### config.mk
export PLATFORM = sky130hd
export DESIGN_NAME = rtp_h264_depacketizer_unit
export DESIGN_NICKNAME = d
export VERILOG_FILES = /design/src/design/rtpd_pkg.sv /design/src/design/rtpd_front.sv /design/src/design/rtpd_cmd_fifo.sv /design/src/design/rtpd_back.sv /design/src/design/rtp_h264_depacketizer_unit.sv
export SDC_FILE = /design/constraint.sdc
export NUM_CORES = 1
export LEC_CHECK = 0
export ABC_AREA = 1
export BUFFER_PORTS_ARGS = -buffer_cell sky130_fd_sc_hd__buf_2
export CORE_UTILIZATION = 62
export DETAILED_ROUTE_END_ITERATION = 8
export PLACE_DENSITY = 0.82
export RECOVER_POWER = 25
export SKIP_CTS_REPAIR_TIMING = 1
export SYNTH_ARGS = -nofsm -noshare
export SYNTH_HDL_FRONTEND = slang
export SYNTH_SLANG_ARGS = --single-unit
### constraint.sdc
create_clock -name clk_i -period 3.25 [get_ports clk_i]
set_input_delay 0.325 -clock clk_i [delete_from_list [all_inputs] [get_ports clk_i]]
set_output_delay 0.325 -clock clk_i [all_outputs]
set_load 0.01 [all_outputs]
### src/design/rtpd_pkg.sv
// shared types and constants of the rtp h264 depacketizer
`default_nettype none

package rtpd_pkg;

  localparam int unsigned MAX_PACKET_BYTES = 2048;
  localparam int unsigned CMD_DEPTH = 4;
  localparam logic [4:0] NAL_TYPE_STAP_A = 5'd24;
  localparam logic [4:0] NAL_TYPE_FU_A = 5'd28;
  localparam logic [6:0] RTP_FIXED_HDR = 7'd12;
  localparam logic [7:0] START_CODE [4] = '{8'h00, 8'h00, 8'h00, 8'h01};

  typedef enum logic [1:0] {
    ST_OK        = 2'd0,
    ST_NO_START  = 2'd1,
    ST_UNSUPP    = 2'd2,
    ST_TRUNC     = 2'd3
  } status_e;

  typedef enum logic [2:0] {
    PH_HDR       = 3'd0,
    PH_NAL       = 3'd1,
    PH_SINGLE    = 3'd2,
    PH_STAP_SIZE = 3'd3,
    PH_STAP_DATA = 3'd4,
    PH_FU_HDR    = 3'd5,
    PH_FU_DATA   = 3'd6,
    PH_SKIP      = 3'd7
  } phase_e;

  typedef enum logic [2:0] {
    STEP_SC0   = 3'd0,
    STEP_SC1   = 3'd1,
    STEP_SC2   = 3'd2,
    STEP_SC3   = 3'd3,
    STEP_MAIN  = 3'd4,
    STEP_TRUNC = 3'd5
  } step_e;

  typedef struct packed {
    logic [7:0] in_byte;
    logic       packet_last;
  } in_item_t;

  typedef struct packed {
    logic [7:0] out_byte;
    logic       byte_valid;
    logic       frame_start;
    logic       frame_end;
    status_e    status;
    logic       run_last;
  } out_item_t;

  // work for one accepted byte: optional start code, optional main result,
  // optional trailing truncation report
  typedef struct packed {
    logic       sc;
    logic       sc_fs;
    logic       main;
    logic [7:0] m_byte;
    logic       m_valid;
    logic       m_fs;
    logic       m_fe;
    status_e    m_status;
    logic       trunc;
  } cmd_t;

endpackage

`default_nettype wire

### src/design/rtpd_front.sv
// packet parser that turns each byte into a result command
`default_nettype none

module rtpd_front #(
  parameter int unsigned MaxPacketBytes = rtpd_pkg::MAX_PACKET_BYTES
) (
  input  wire logic               clk_i,
  input  wire logic               rst_ni,
  input  wire logic               accept_i,
  input  wire rtpd_pkg::in_item_t in_i,
  input  wire logic               psc_i,
  output logic                    cmd_valid_o,
  output rtpd_pkg::cmd_t          cmd_o
);

  localparam int unsigned PosW = $clog2(MaxPacketBytes + 1);
  localparam int unsigned CmpW = PosW + 1;
  localparam logic [PosW-1:0] PosMax = PosW'(MaxPacketBytes);

  rtpd_pkg::phase_e phase_q, phase_d;
  logic [PosW-1:0]  pos_q, pos_d;
  logic [6:0]       hdr_len_q, hdr_len_d;
  logic [15:0]      left_q, left_d;
  logic [7:0]       size_hi_q, size_hi_d;
  logic             frag_q, frag_d;
  logic [2:0]       ind_q, ind_d;
  logic             endp_q, endp_d;

  logic [7:0]  b;
  logic        last;
  logic [15:0] size;
  logic [15:0] left_dec;
  rtpd_pkg::cmd_t cmd;

  assign b        = in_i.in_byte;
  assign last     = in_i.packet_last;
  assign size     = {size_hi_q, b};
  assign left_dec = left_q - 16'd1;

  always_comb begin
    cmd       = '0;
    phase_d   = phase_q;
    pos_d     = pos_q;
    hdr_len_d = hdr_len_q;
    left_d    = left_q;
    size_hi_d = size_hi_q;
    frag_d    = frag_q;
    ind_d     = ind_q;
    endp_d    = endp_q;

    if (phase_q != rtpd_pkg::PH_SKIP && pos_q >= PosMax) begin
      cmd.main     = 1'b1;
      cmd.m_status = rtpd_pkg::ST_TRUNC;
      frag_d       = 1'b0;
      phase_d      = rtpd_pkg::PH_SKIP;
    end else begin
      unique case (phase_q)
        rtpd_pkg::PH_HDR: begin
          if (pos_q == '0) begin
            hdr_len_d = rtpd_pkg::RTP_FIXED_HDR + {1'b0, b[3:0], 2'b00};
          end
          if ((CmpW'(pos_q) + CmpW'(1)) >= CmpW'(hdr_len_d)) begin
            phase_d = rtpd_pkg::PH_NAL;
          end
          if (last) begin
            cmd.main     = 1'b1;
            cmd.m_status = rtpd_pkg::ST_TRUNC;
            frag_d       = 1'b0;
          end
        end
        rtpd_pkg::PH_NAL: begin
          if (b[4:0] < rtpd_pkg::NAL_TYPE_STAP_A) begin
            frag_d      = 1'b0;
            cmd.sc      = psc_i;
            cmd.sc_fs   = 1'b1;
            cmd.main    = 1'b1;
            cmd.m_byte  = b;
            cmd.m_valid = 1'b1;
            cmd.m_fs    = !psc_i;
            cmd.m_fe    = last;
            phase_d     = rtpd_pkg::PH_SINGLE;
          end else if (b[4:0] == rtpd_pkg::NAL_TYPE_STAP_A) begin
            frag_d    = 1'b0;
            endp_d    = 1'b0;
            left_d    = '0;
            phase_d   = rtpd_pkg::PH_STAP_SIZE;
            cmd.trunc = last;
          end else if (b[4:0] == rtpd_pkg::NAL_TYPE_FU_A) begin
            ind_d   = b[7:5];
            phase_d = rtpd_pkg::PH_FU_HDR;
            if (last) begin
              cmd.trunc = 1'b1;
              frag_d    = 1'b0;
            end
          end else begin
            cmd.main     = 1'b1;
            cmd.m_status = rtpd_pkg::ST_UNSUPP;
            phase_d      = rtpd_pkg::PH_SKIP;
          end
        end
        rtpd_pkg::PH_SINGLE: begin
          cmd.main    = 1'b1;
          cmd.m_byte  = b;
          cmd.m_valid = 1'b1;
          cmd.m_fe    = last;
        end
        rtpd_pkg::PH_STAP_SIZE: begin
          if (left_q == '0) begin
            size_hi_d = b;
            left_d    = 16'd1;
          end else if (size == '0) begin
            left_d = '0;
          end else begin
            left_d  = size;
            phase_d = rtpd_pkg::PH_STAP_DATA;
            if (psc_i) begin
              cmd.sc    = 1'b1;
              cmd.sc_fs = !endp_q;
              endp_d    = 1'b1;
            end
          end
          cmd.trunc = last;
        end
        rtpd_pkg::PH_STAP_DATA: begin
          endp_d      = 1'b1;
          left_d      = left_dec;
          cmd.main    = 1'b1;
          cmd.m_byte  = b;
          cmd.m_valid = 1'b1;
          cmd.m_fs    = !endp_q;
          cmd.m_fe    = last && (left_dec == '0);
          if (left_dec == '0) begin
            phase_d = rtpd_pkg::PH_STAP_SIZE;
          end
          cmd.trunc = last && (left_dec != '0);
        end
        rtpd_pkg::PH_FU_HDR: begin
          if (b[7]) begin
            frag_d      = !(last && b[6]);
            endp_d      = b[6];
            cmd.sc      = psc_i;
            cmd.sc_fs   = 1'b1;
            cmd.main    = 1'b1;
            cmd.m_byte  = {ind_q, b[4:0]};
            cmd.m_valid = 1'b1;
            cmd.m_fs    = !psc_i;
            cmd.m_fe    = last && b[6];
            phase_d     = rtpd_pkg::PH_FU_DATA;
          end else if (!frag_q) begin
            cmd.main     = 1'b1;
            cmd.m_status = rtpd_pkg::ST_NO_START;
            phase_d      = rtpd_pkg::PH_SKIP;
          end else begin
            endp_d  = b[6];
            phase_d = rtpd_pkg::PH_FU_DATA;
            if (last && b[6]) begin
              cmd.main = 1'b1;
              cmd.m_fe = 1'b1;
              frag_d   = 1'b0;
            end
          end
        end
        rtpd_pkg::PH_FU_DATA: begin
          cmd.main    = 1'b1;
          cmd.m_byte  = b;
          cmd.m_valid = 1'b1;
          cmd.m_fe    = last && endp_q;
          if (last && endp_q) begin
            frag_d = 1'b0;
          end
        end
        rtpd_pkg::PH_SKIP: begin
        end
        default: begin
        end
      endcase
    end

    if (last) begin
      phase_d = rtpd_pkg::PH_HDR;
      pos_d   = '0;
      left_d  = '0;
      endp_d  = 1'b0;
    end else if (pos_q < PosMax) begin
      pos_d = pos_q + PosW'(1);
    end
  end

  assign cmd_o       = cmd;
  assign cmd_valid_o = accept_i && (cmd.sc || cmd.main || cmd.trunc);

  always_ff @(posedge clk_i or negedge rst_ni) begin
    if (!rst_ni) begin
      phase_q   <= rtpd_pkg::PH_HDR;
      pos_q     <= '0;
      hdr_len_q <= rtpd_pkg::RTP_FIXED_HDR;
      left_q    <= '0;
      size_hi_q <= '0;
      frag_q    <= 1'b0;
      ind_q     <= '0;
      endp_q    <= 1'b0;
    end else if (accept_i) begin
      phase_q   <= phase_d;
      pos_q     <= pos_d;
      hdr_len_q <= hdr_len_d;
      left_q    <= left_d;
      size_hi_q <= size_hi_d;
      frag_q    <= frag_d;
      ind_q     <= ind_d;
      endp_q    <= endp_d;
    end
  end

endmodule

`default_nettype wire

### src/design/rtpd_cmd_fifo.sv
// small command queue between parser and result sequencer
`default_nettype none

module rtpd_cmd_fifo (
  input  wire logic            clk_i,
  input  wire logic            rst_ni,
  input  wire logic            push_i,
  input  wire rtpd_pkg::cmd_t  data_i,
  input  wire logic            pop_i,
  output logic                 full_o,
  output logic                 valid_o,
  output rtpd_pkg::cmd_t       data_o
);

  localparam int unsigned Depth = rtpd_pkg::CMD_DEPTH;
  localparam int unsigned PtrW = $clog2(Depth);
  localparam int unsigned CntW = $clog2(Depth + 1);

  rtpd_pkg::cmd_t mem_q [Depth];
  logic [PtrW-1:0] wr_q, wr_d, rd_q, rd_d;
  logic [CntW-1:0] cnt_q, cnt_d;
  logic            do_push, do_pop;

  assign full_o  = (cnt_q == CntW'(Depth));
  assign valid_o = (cnt_q != '0);
  assign data_o  = mem_q[rd_q];
  assign do_push = push_i && !full_o;
  assign do_pop  = pop_i && valid_o;

  always_comb begin
    wr_d  = do_push ? ((wr_q == PtrW'(Depth - 1)) ? '0 : wr_q + PtrW'(1)) : wr_q;
    rd_d  = do_pop ? ((rd_q == PtrW'(Depth - 1)) ? '0 : rd_q + PtrW'(1)) : rd_q;
    cnt_d = cnt_q + CntW'(do_push) - CntW'(do_pop);
  end

  always_ff @(posedge clk_i) begin
    if (do_push) begin
      mem_q[wr_q] <= data_i;
    end
  end

  always_ff @(posedge clk_i or negedge rst_ni) begin
    if (!rst_ni) begin
      wr_q  <= '0;
      rd_q  <= '0;
      cnt_q <= '0;
    end else begin
      wr_q  <= wr_d;
      rd_q  <= rd_d;
      cnt_q <= cnt_d;
    end
  end

endmodule

`default_nettype wire

### src/design/rtpd_back.sv
// result sequencer that expands commands into stream transactions
`default_nettype none

module rtpd_back (
  input  wire logic            clk_i,
  input  wire logic            rst_ni,
  input  wire logic            cmd_valid_i,
  input  wire rtpd_pkg::cmd_t  cmd_i,
  output logic                 cmd_pop_o,
  input  wire logic            pop_i,
  output logic                 empty_o,
  output rtpd_pkg::out_item_t  out_o
);

  rtpd_pkg::step_e     step_q, step_d, cur, nxt;
  logic                busy_q, busy_d;
  logic                done;
  logic                load;
  rtpd_pkg::out_item_t res;
  rtpd_pkg::out_item_t out_q;
  logic                out_valid_q;

  always_comb begin
    if (busy_q) begin
      cur = step_q;
    end else if (cmd_i.sc) begin
      cur = rtpd_pkg::STEP_SC0;
    end else if (cmd_i.main) begin
      cur = rtpd_pkg::STEP_MAIN;
    end else begin
      cur = rtpd_pkg::STEP_TRUNC;
    end

    nxt  = rtpd_pkg::STEP_TRUNC;
    done = 1'b0;
    res  = '0;
    unique case (cur)
      rtpd_pkg::STEP_SC0, rtpd_pkg::STEP_SC1, rtpd_pkg::STEP_SC2: begin
        nxt              = rtpd_pkg::step_e'(3'(cur) + 3'd1);
        res.out_byte     = rtpd_pkg::START_CODE[cur[1:0]];
        res.byte_valid   = 1'b1;
        res.frame_start  = (cur == rtpd_pkg::STEP_SC0) && cmd_i.sc_fs;
      end
      rtpd_pkg::STEP_SC3: begin
        nxt            = cmd_i.main ? rtpd_pkg::STEP_MAIN : rtpd_pkg::STEP_TRUNC;
        done           = !cmd_i.main && !cmd_i.trunc;
        res.out_byte   = rtpd_pkg::START_CODE[cur[1:0]];
        res.byte_valid = 1'b1;
      end
      rtpd_pkg::STEP_MAIN: begin
        done            = !cmd_i.trunc;
        res.out_byte    = cmd_i.m_byte;
        res.byte_valid  = cmd_i.m_valid;
        res.frame_start = cmd_i.m_fs;
        res.frame_end   = cmd_i.m_fe;
        res.status      = cmd_i.m_status;
      end
      rtpd_pkg::STEP_TRUNC: begin
        done       = 1'b1;
        res.status = rtpd_pkg::ST_TRUNC;
      end
      default: begin
        done = 1'b1;
      end
    endcase
    res.run_last = done;
  end

  assign load      = cmd_valid_i && (!out_valid_q || pop_i);
  assign cmd_pop_o = load && done;
  assign empty_o   = !out_valid_q;
  assign out_o     = out_q;

  always_comb begin
    busy_d = busy_q;
    step_d = step_q;
    if (load) begin
      busy_d = !done;
      step_d = nxt;
    end
  end

  always_ff @(posedge clk_i) begin
    if (load) begin
      out_q <= res;
    end
  end

  always_ff @(posedge clk_i or negedge rst_ni) begin
    if (!rst_ni) begin
      busy_q      <= 1'b0;
      step_q      <= rtpd_pkg::STEP_SC0;
      out_valid_q <= 1'b0;
    end else begin
      busy_q <= busy_d;
      step_q <= step_d;
      if (load) begin
        out_valid_q <= 1'b1;
      end else if (pop_i) begin
        out_valid_q <= 1'b0;
      end
    end
  end

endmodule

`default_nettype wire

### src/design/rtp_h264_depacketizer_unit.sv
// top level of the rtp h264 depacketizer
//
// input queue side: one rtp packet byte per transaction, header first, with
// packet_last on the final byte; a transaction completes when push_i is high
// and full_o is low. result queue side: the oldest result sits on out_o while
// empty_o is low and is taken when pop_i is high.
// the parser takes one byte per cycle while full_o is low and classifies it
// into a command; a four-entry command queue feeds the sequencer, which emits
// one result per cycle while out_o is empty or being taken (up to five per
// byte: start code plus data or status). the first result of a byte passes
// through the command queue and then the output register to reach out_o.
// sustained rate is one byte per cycle while each byte gives at most one
// result and pop_i stays high; a byte that carries a start code gives four
// or five results, and full_o rises once the command queue fills.
// when the receiver stalls, the output register holds its result, the
// command queue fills and then full_o holds off the sender.
// reset empties both queues, returns the parser to the rtp header and sets
// the start code prefix enable to one; cfg_we_i writes it at any edge.
`default_nettype none

module rtp_h264_depacketizer_unit #(
  parameter int unsigned MaxPacketBytes = rtpd_pkg::MAX_PACKET_BYTES
) (
  input  wire logic                clk_i,
  input  wire logic                rst_ni,
  input  wire logic                cfg_we_i,
  input  wire logic                cfg_wdata_i,
  input  wire logic                push_i,
  output logic                     full_o,
  input  wire rtpd_pkg::in_item_t  in_i,
  input  wire logic                pop_i,
  output logic                     empty_o,
  output rtpd_pkg::out_item_t      out_o
);

  logic           psc_q;
  logic           accept;
  logic           cmd_push;
  rtpd_pkg::cmd_t cmd_in;
  logic           cmd_valid;
  rtpd_pkg::cmd_t cmd_head;
  logic           cmd_pop;

  assign accept = push_i && !full_o;

  always_ff @(posedge clk_i or negedge rst_ni) begin
    if (!rst_ni) begin
      psc_q <= 1'b1;
    end else if (cfg_we_i) begin
      psc_q <= cfg_wdata_i;
    end
  end

  rtpd_front #(
    .MaxPacketBytes(MaxPacketBytes)
  ) u_front (
    .clk_i      (clk_i),
    .rst_ni     (rst_ni),
    .accept_i   (accept),
    .in_i       (in_i),
    .psc_i      (psc_q),
    .cmd_valid_o(cmd_push),
    .cmd_o      (cmd_in)
  );

  rtpd_cmd_fifo u_fifo (
    .clk_i  (clk_i),
    .rst_ni (rst_ni),
    .push_i (cmd_push),
    .data_i (cmd_in),
    .pop_i  (cmd_pop),
    .full_o (full_o),
    .valid_o(cmd_valid),
    .data_o (cmd_head)
  );

  rtpd_back u_back (
    .clk_i      (clk_i),
    .rst_ni     (rst_ni),
    .cmd_valid_i(cmd_valid),
    .cmd_i      (cmd_head),
    .cmd_pop_o  (cmd_pop),
    .pop_i      (pop_i),
    .empty_o    (empty_o),
    .out_o      (out_o)
  );

endmodule

`default_nettype wire

==> impl_metrics.yaml, run 1 <==
critical_path:
  rr_worst_depth: 21
  end_kind: "flip-flop"
  critPathArrivalTime_ps: 3440
  path_class: "reg -> reg"
  ff2ff_setup_slack_ps: 120
  path_max_fanout: 8
  start_kind: "flip-flop"
  timing.critical_path.required_ps: 3560
final_layout:
  num_antenna_cells: 0
  syn2layout_area_growth_pct: 12.7
  final_area_mm2: 0.00878
  drive_gt1_share_pct: 15.5
  final_cells: 1089
  regArea_mm2: 0.00407
  nFillCells: 890
  fin_nets: 949
  multi_input_area_mm2: 0.00319
  final_core_util_pct: 72.5
drt:
  drt-pass1-iter-count: 8
  highest_layer: "met4"
  post_drt_wl_per_cell_um: 17.2
  wl_met1_um: 7930
  ant_nets: 0
  wirelength_um: 18700
  drtIter0Drc: 714
  drcViolationCount: 0
  met3_length_um: 1210
  vias: 6288
  vias_per_cell: 5.77
  met2_length_um: 9220
logic_synthesis:
  synth_area_mm2: 0.00779
  synth.yosys.seq_area_share_pct: 52.2
  async_flop_share_pct: 43.8
  synth_edf_count: 82
  syn_nets: 901
  synth.area.top_cells: "edfxtp_1, dfrtp_1, nand2_1"
  synth_flop_cell: "edfxtp_1"
  syn_inst: 860
  syn_area_per_cell_um2: 9.06
  synth_top_area_share_pct: 31.6
  ys_ff_latch: 146
  yosys_warnings: 0
  synth.distinct_cells: 57
  synth_top_area_cell: "edfxtp_1"
placed_design:
  dp.cells: 1051
  dp_hpwl_um: 13200
  place.gp.congestion: 0.948
  post-place-ws_ps: 49.1
  port_buffers: 30
  placed_cell_area_mm2: 0.00815
die:
  die_area_mm2: 0.0130
  initial_utilization_pct: 64.3
  row_count: 40
  io_pins: 31
  die_w_um: 114
  coreArea_mm2: 0.0121
  fp.dieH_um: 114
sta:
  hold_violations: 0
  layout_setup_ws_ps: 123
  holdWs_ps: 78.0
  min_period_ps: 3130
  max_freq_mhz: 320
  skew_ps: 9.93
  final_max_slew_viol_count: 0
  fin_crit_sh_pct: 96.2
  max_slew.worst_pin.slew_ps: 1320
  final.setup.tns_ps: 0
  rsz0062_at_grt: "false"
  setup_violations: 0
  slew_headroom_pct: 11.9
clocking:
  cts_buffer_depth: 2
  cts.sinks: 146
  clk_latency_ps: 430
  tritoncts: "built"
  clk_root_buffer_cell: "clkbuf_16"
  clkSlewWorstSetupHoldPaths_ps: 60
  cts_buffers: 17
  htreeDepth: 4
power:
  leakagePower_nw: 3.85
  p_int_mw: 5.28
  p_switching_mw: 4.04
  comb_power_share_pct: 46.8
  p_per_area_mw_per_mm2: 1060
  sw_frac_of_total_pct: 43.3
  finalPower_mw: 9.32
  vdd_ir_drop_max_uv: 554
  pwr-share-clk_pct: 21.4
  sequentialPowerShare_pct: 31.8
grt:
  grt_pass1_vias: 6134
  grt_pass1_wl_um: 30300
  grt_use_total_pct: 30.6
  antenna_found_initial: 0
  gr-total-overflow: 0
  grt_max_degree: 43
outcome:
  run_status: "finished clean"
hold_path:
  hold_path_class: "in -> reg"
  hold_depth: 2
job:
  drv_cap: 0
## path summary, 6_finish.rpt
kind | startpoint | to
max | u_fifo.rd_q[0]$_DFFE_PN0P_ | u_fifo.cnt_q[2]$_DFF_PN0_
min | cfg_we_i | psc_q$_DFFE_PN1P_
max reg2reg | u_fifo.rd_q[0]$_DFFE_PN0P_ | u_fifo.cnt_q[2]$_DFF_PN0_
min reg2reg | u_front.hdr_len_q[6]$_DFFE_PN0P_ | u_front.hdr_len_q[6]$_DFFE_PN0P_
max in group asynchronous | rst_ni | u_front.ind_q[1]$_DFFE_PN0P_
min in group asynchronous | rst_ni | u_front.pos_q[5]$_DFFE_PN0P_
## cell families after synthesis
family | share of synthesized area, %
XOR/XNOR | 1.45
multiplexers | 0.128
adder cells (fa/ha/maj) | 4.27
AND/OR/NAND/NOR | 22.3
buffers and inverters | 7.16
AO/OA/AOI/OAI | 12.5
flip-flops | 52.2
## flip-flops by register name (all words and copies together), names as in the netlist, 7 cells and up
signal	count
u_front.hdr_len_q	7
u_front.pos_q	12
u_front.left_q	16
u_back.out_o	14
u_front.size_hi_q	8
u_fifo.mem_q	68
## critical path: stages, from the launching register on
cell      delay, ps
dfrtp_2         470
inv_4            90
nand2_1          60
nand2_1          60
nand2_1          40
o21ai_1          70
nand2_1         100
nand3_2          90
inv_1            60
ha_1            190
ha_2            200
nand2_1         100
nand2_1          60
o221ai_1         70
nand2_1         130
nand2_2         120
inv_2            60
ha_1            270
inv_1            40
ha_1            180
fa_1            380
xnor2_1         140
## final cells by class
type	count	share of cell area, %
sequential	146	46.3
multi-input combinational	583	36.3
clock buffer	17	4.84
inverter	108	4.83
timing repair buffer	52	3.36
tap	168	2.39
clock inverter	15	1.95
## Yosys cell counts (2+ instances only)
| library cell | count |
|---|---|
| nor4_1 | 5 |
| nand3_1 | 47 |
| dfrtp_1 | 61 |
| xor2_1 | 9 |
| a22oi_1 | 5 |
| o21bai_1 | 2 |
| inv_4 | 2 |
| dfstp_2 | 3 |
| inv_1 | 91 |
| buf_2 | 4 |
| edfxtp_1 | 82 |
| buf_4 | 3 |
| o31ai_1 | 5 |
| nand2_4 | 3 |
| a31oi_1 | 5 |
| nor3_1 | 12 |
| nor2_2 | 17 |
| a32oi_1 | 4 |
| a21oi_1 | 35 |
| xnor2_1 | 2 |
| o21ai_0 | 73 |
| o21ai_1 | 8 |
| nand2_1 | 158 |
| buf_6 | 4 |
| nor2_1 | 92 |
| a221o_1 | 3 |
| o41ai_1 | 3 |
| inv_2 | 13 |
| nand4_1 | 8 |
| nand2_2 | 20 |
| clkbuf_1 | 10 |
| ha_1 | 25 |
| o22ai_1 | 17 |
| nor2_4 | 6 |
## metal layers
layer	up-vias	global-route usage, %
li1	3010	-
met1	2980	38.8
met5	-	0
met3	37	7.09
met2	261	51.9
met4	0	10.5
## cell usage in the layout, fill, tap and decap left out, types with 24 or more instances in the layout
cell type / count
a21oi_1: 35
dfrtp_1: 60
edfxtp_1: 82
ha_1: 24
inv_1: 91
nand2_1: 158
nand3_1: 46
nor2_1: 92
o21ai_0: 73
## power by group through the flow
stage / logic [mW] / registers, mW / clock network (mW)
2_1_floorplan: 3.15 / 2.92 / 0
3_3_place_gp: 4.05 / 2.97 / 0
3_5_place_dp: 4.20 / 2.99 / 0
4_1_cts: 4.25 / 2.95 / 2.00
5_1_grt: 4.85 / 3.01 / 2.09
6_report: 4.36 / 2.96 / 2.00
Note: power is estimated with default switching activity, not from simulation.
==> inputs of run 2 (changes only) <==
--- a/config.mk
+++ b/config.mk
@@ -7,9 +7,9 @@
 export LEC_CHECK = 0
 export ABC_AREA = 1
 export BUFFER_PORTS_ARGS = -buffer_cell sky130_fd_sc_hd__buf_2
-export CORE_UTILIZATION = 62
+export CORE_UTILIZATION = 56
 export DETAILED_ROUTE_END_ITERATION = 8
-export PLACE_DENSITY = 0.82
+export PLACE_DENSITY = 0.78
 export RECOVER_POWER = 25
 export SKIP_CTS_REPAIR_TIMING = 1
 export SYNTH_ARGS = -nofsm -noshare
==> constraint.sdc (replaced) <==
create_clock -name clk_i -period 2.6 [get_ports clk_i]
set_input_delay 0.26 -clock clk_i [delete_from_list [all_inputs] [get_ports clk_i]]
set_output_delay 0.26 -clock clk_i [all_outputs]
set_load 0.01 [all_outputs]
==> impl_metrics.yaml, run 2 (same netlist as run 1, synthesis figures left out) <==
clocking:
  htreeDepth: 4
  cts_buffer_depth: 2
  clk_root_buffer_cell: "clkbuf_16"
  cts_buffers: 17
  clkSlewWorstSetupHoldPaths_ps: 60
  tritoncts: "built"
  clk_latency_ps: 420
  cts.sinks: 146
drt:
  highest_layer: "met4"
  vias_per_cell: 5.65
  met3_length_um: 1300
  drtIter0Drc: 726
  wl_met1_um: 8090
  vias: 6569
  post_drt_wl_per_cell_um: 16.8
  met2_length_um: 9870
  wirelength_um: 19600
  drt-pass1-iter-count: 5
  ant_nets: 0
  drcViolationCount: 0
critical_path:
  ff2ff_setup_slack_ps: -280
  path_max_fanout: 6
  reg2reg_to: "u_fifo.cnt_q[2]$_DFF_PN0_"
  critPathLaunch: "u_fifo.rd_q[0]$_DFFE_PN0P_"
  reg2reg_from: "u_fifo.rd_q[0]$_DFFE_PN0P_"
  timing.critical_path.required_ps: 2900
  start_kind: "flip-flop"
  critPathArrivalTime_ps: 3190
  rr_worst_depth: 21
  end_kind: "flip-flop"
  path_class: "reg -> reg"
sta:
  fin_crit_sh_pct: 111
  rsz0062_at_grt: "true"
  setup_violations: 18
  final.setup.tns_ps: -1780
  skew_ps: 13.6
  max_slew.worst_pin.slew_ps: 1630
  slew_headroom_pct: -8.65
  max_freq_mhz: 347
  layout_setup_ws_ps: -282
  hold_violations: 0
  final_max_slew_viol_count: 65
  min_period_ps: 2880
final_layout:
  top_register: "u_fifo.mem_q"
  num_antenna_cells: 0
  syn2layout_area_growth_pct: 24.0
  drive_gt1_share_pct: 27.0
  largest_register_ff_count: 68
  fin_nets: 1015
  final_area_mm2: 0.00966
  layout_commonest_cell: "nand2_1"
  nFillCells: 967
  final_cell_mix: "nand2_1, nor2_1, inv_1, edfxtp_1, buf_4"
grt:
  grt_use_total_pct: 26.7
  antenna_found_initial: 0
  grt_pass1_vias: 6210
  grt_max_degree: 65
  grt_pass1_wl_um: 29800
  gr-total-overflow: 0
die:
  io_pins: 31
  row_count: 42
  die_area_mm2: 0.0144
  initial_utilization_pct: 58.2
  coreArea_mm2: 0.0134
  die_w_um: 120
  fp.dieH_um: 120
outcome:
  violations: "capacitance limit, slew limit, setup timing"
  run_status: "finished with violations"
hold_path:
  hold_depth: 2
  holdPathEnd: "u_back.out_valid_q$_DFFE_PN0P_"
  hold_path_class: "in -> reg"
  hold_path_startpoint: "pop_i"
power:
  finalPower_mw: 12.7
  pwr-share-clk_pct: 18.6
  comb_power_share_pct: 52.5
  p_per_area_mw_per_mm2: 1320
  vdd_ir_drop_max_uv: 882
  p_int_mw: 7.37
  sequentialPowerShare_pct: 29.0
  sw_frac_of_total_pct: 42.1
  leakagePower_nw: 4.26
  p_switching_mw: 5.36
placed_design:
  placed_cell_area_mm2: 0.00870
  place.gp.congestion: 0.945
  dp_hpwl_um: 12600
  port_buffers: 30
job:
  drv_cap: 1
run 2: changes by cell type in the layout (fill, tap and decap cells not counted), moves of 9 or more:
| cell | change |
|---|---|
| clkbuf_1 | -16 |
| nand2_2 | +9 |
| buf_2 | +16 |
| nand2_1 | -9 |
| buf_4 | +56 |
run 2: worst max-delay path by stage:
stage | slack [ps] | endpoint
floorplan | -160 | u_fifo.cnt_q[2]$_DFF_PN0_
global route | -420 | u_fifo.cnt_q[2]$_DFF_PN0_
detailed placement | -270 | u_fifo.cnt_q[2]$_DFF_PN0_
finish | -280 | u_fifo.cnt_q[2]$_DFF_PN0_
global placement | -170 | u_fifo.cnt_q[2]$_DFF_PN0_
CTS | -330 | u_fifo.cnt_q[2]$_DFF_PN0_
run 2: per-layer routing:
metal | track usage (%) | vias up
met1 | 35.0 | 3128
met4 | 7.58 | 0
met3 | 5.80 | 30
met2 | 44.4 | 268
met5 | 0 | -
li1 | - | 3143
run 2: critical path, stage by stage, from the launching register on:
cell and delay [ps]:
dfrtp_2 460, inv_4 90, nand2_2 50, nand2_2 50, nand2_1 50, o21ai_1 70
nand2_1 120, nand3_4 140, inv_4 60, ha_4 170, ha_4 170, nand2_2 90
nand2_2 60, o221ai_2 50, nand2_1 110, nand2_2 90, inv_2 50, ha_4 250
inv_2 30, ha_4 140, fa_2 330, xnor2_1 130
run 2: final cells by class:
cell class	instances	area (um2)	share of cell area (%)
Clock inverter	15	146	1.52
Inverter	108	432	4.47
Clock buffer	17	425	4.40
Timing Repair Buffer	118	943	9.76
Sequential cell	146	4070	42.1
Multi-Input combinational cell	583	3430	35.5
Tap cell	176	220	2.28
run 2: power groups by stage:
| stage | registers [mW] | clock network (mW) | logic (mW) |
|---|---|---|---|
| 2_1_floorplan | 3.65 | 0 | 4.10 |
| 3_3_place_gp | 3.68 | 0 | 5.73 |
| 3_5_place_dp | 3.71 | 0 | 5.87 |
| 4_1_cts | 3.67 | 2.38 | 5.93 |
| 5_1_grt | 3.74 | 2.48 | 7.41 |
| 6_report | 3.69 | 2.36 | 6.68 |
run 2: per-stage QoR:
stage / hold slack (ps) / util (%) / cells / worst slack [ps]
CTS: 16.2 / 69.2 / 1147 / -334
global route: 19.4 / 72.1 / 1163 / -425
detailed placement: 462 / 64.9 / 1115 / -266
finish: 31.0 / 72.1 / 1163 / -282
global placement: 451 / 64.9 / 1115 / -170
floorplan: -35.6 / - / 860 / -156
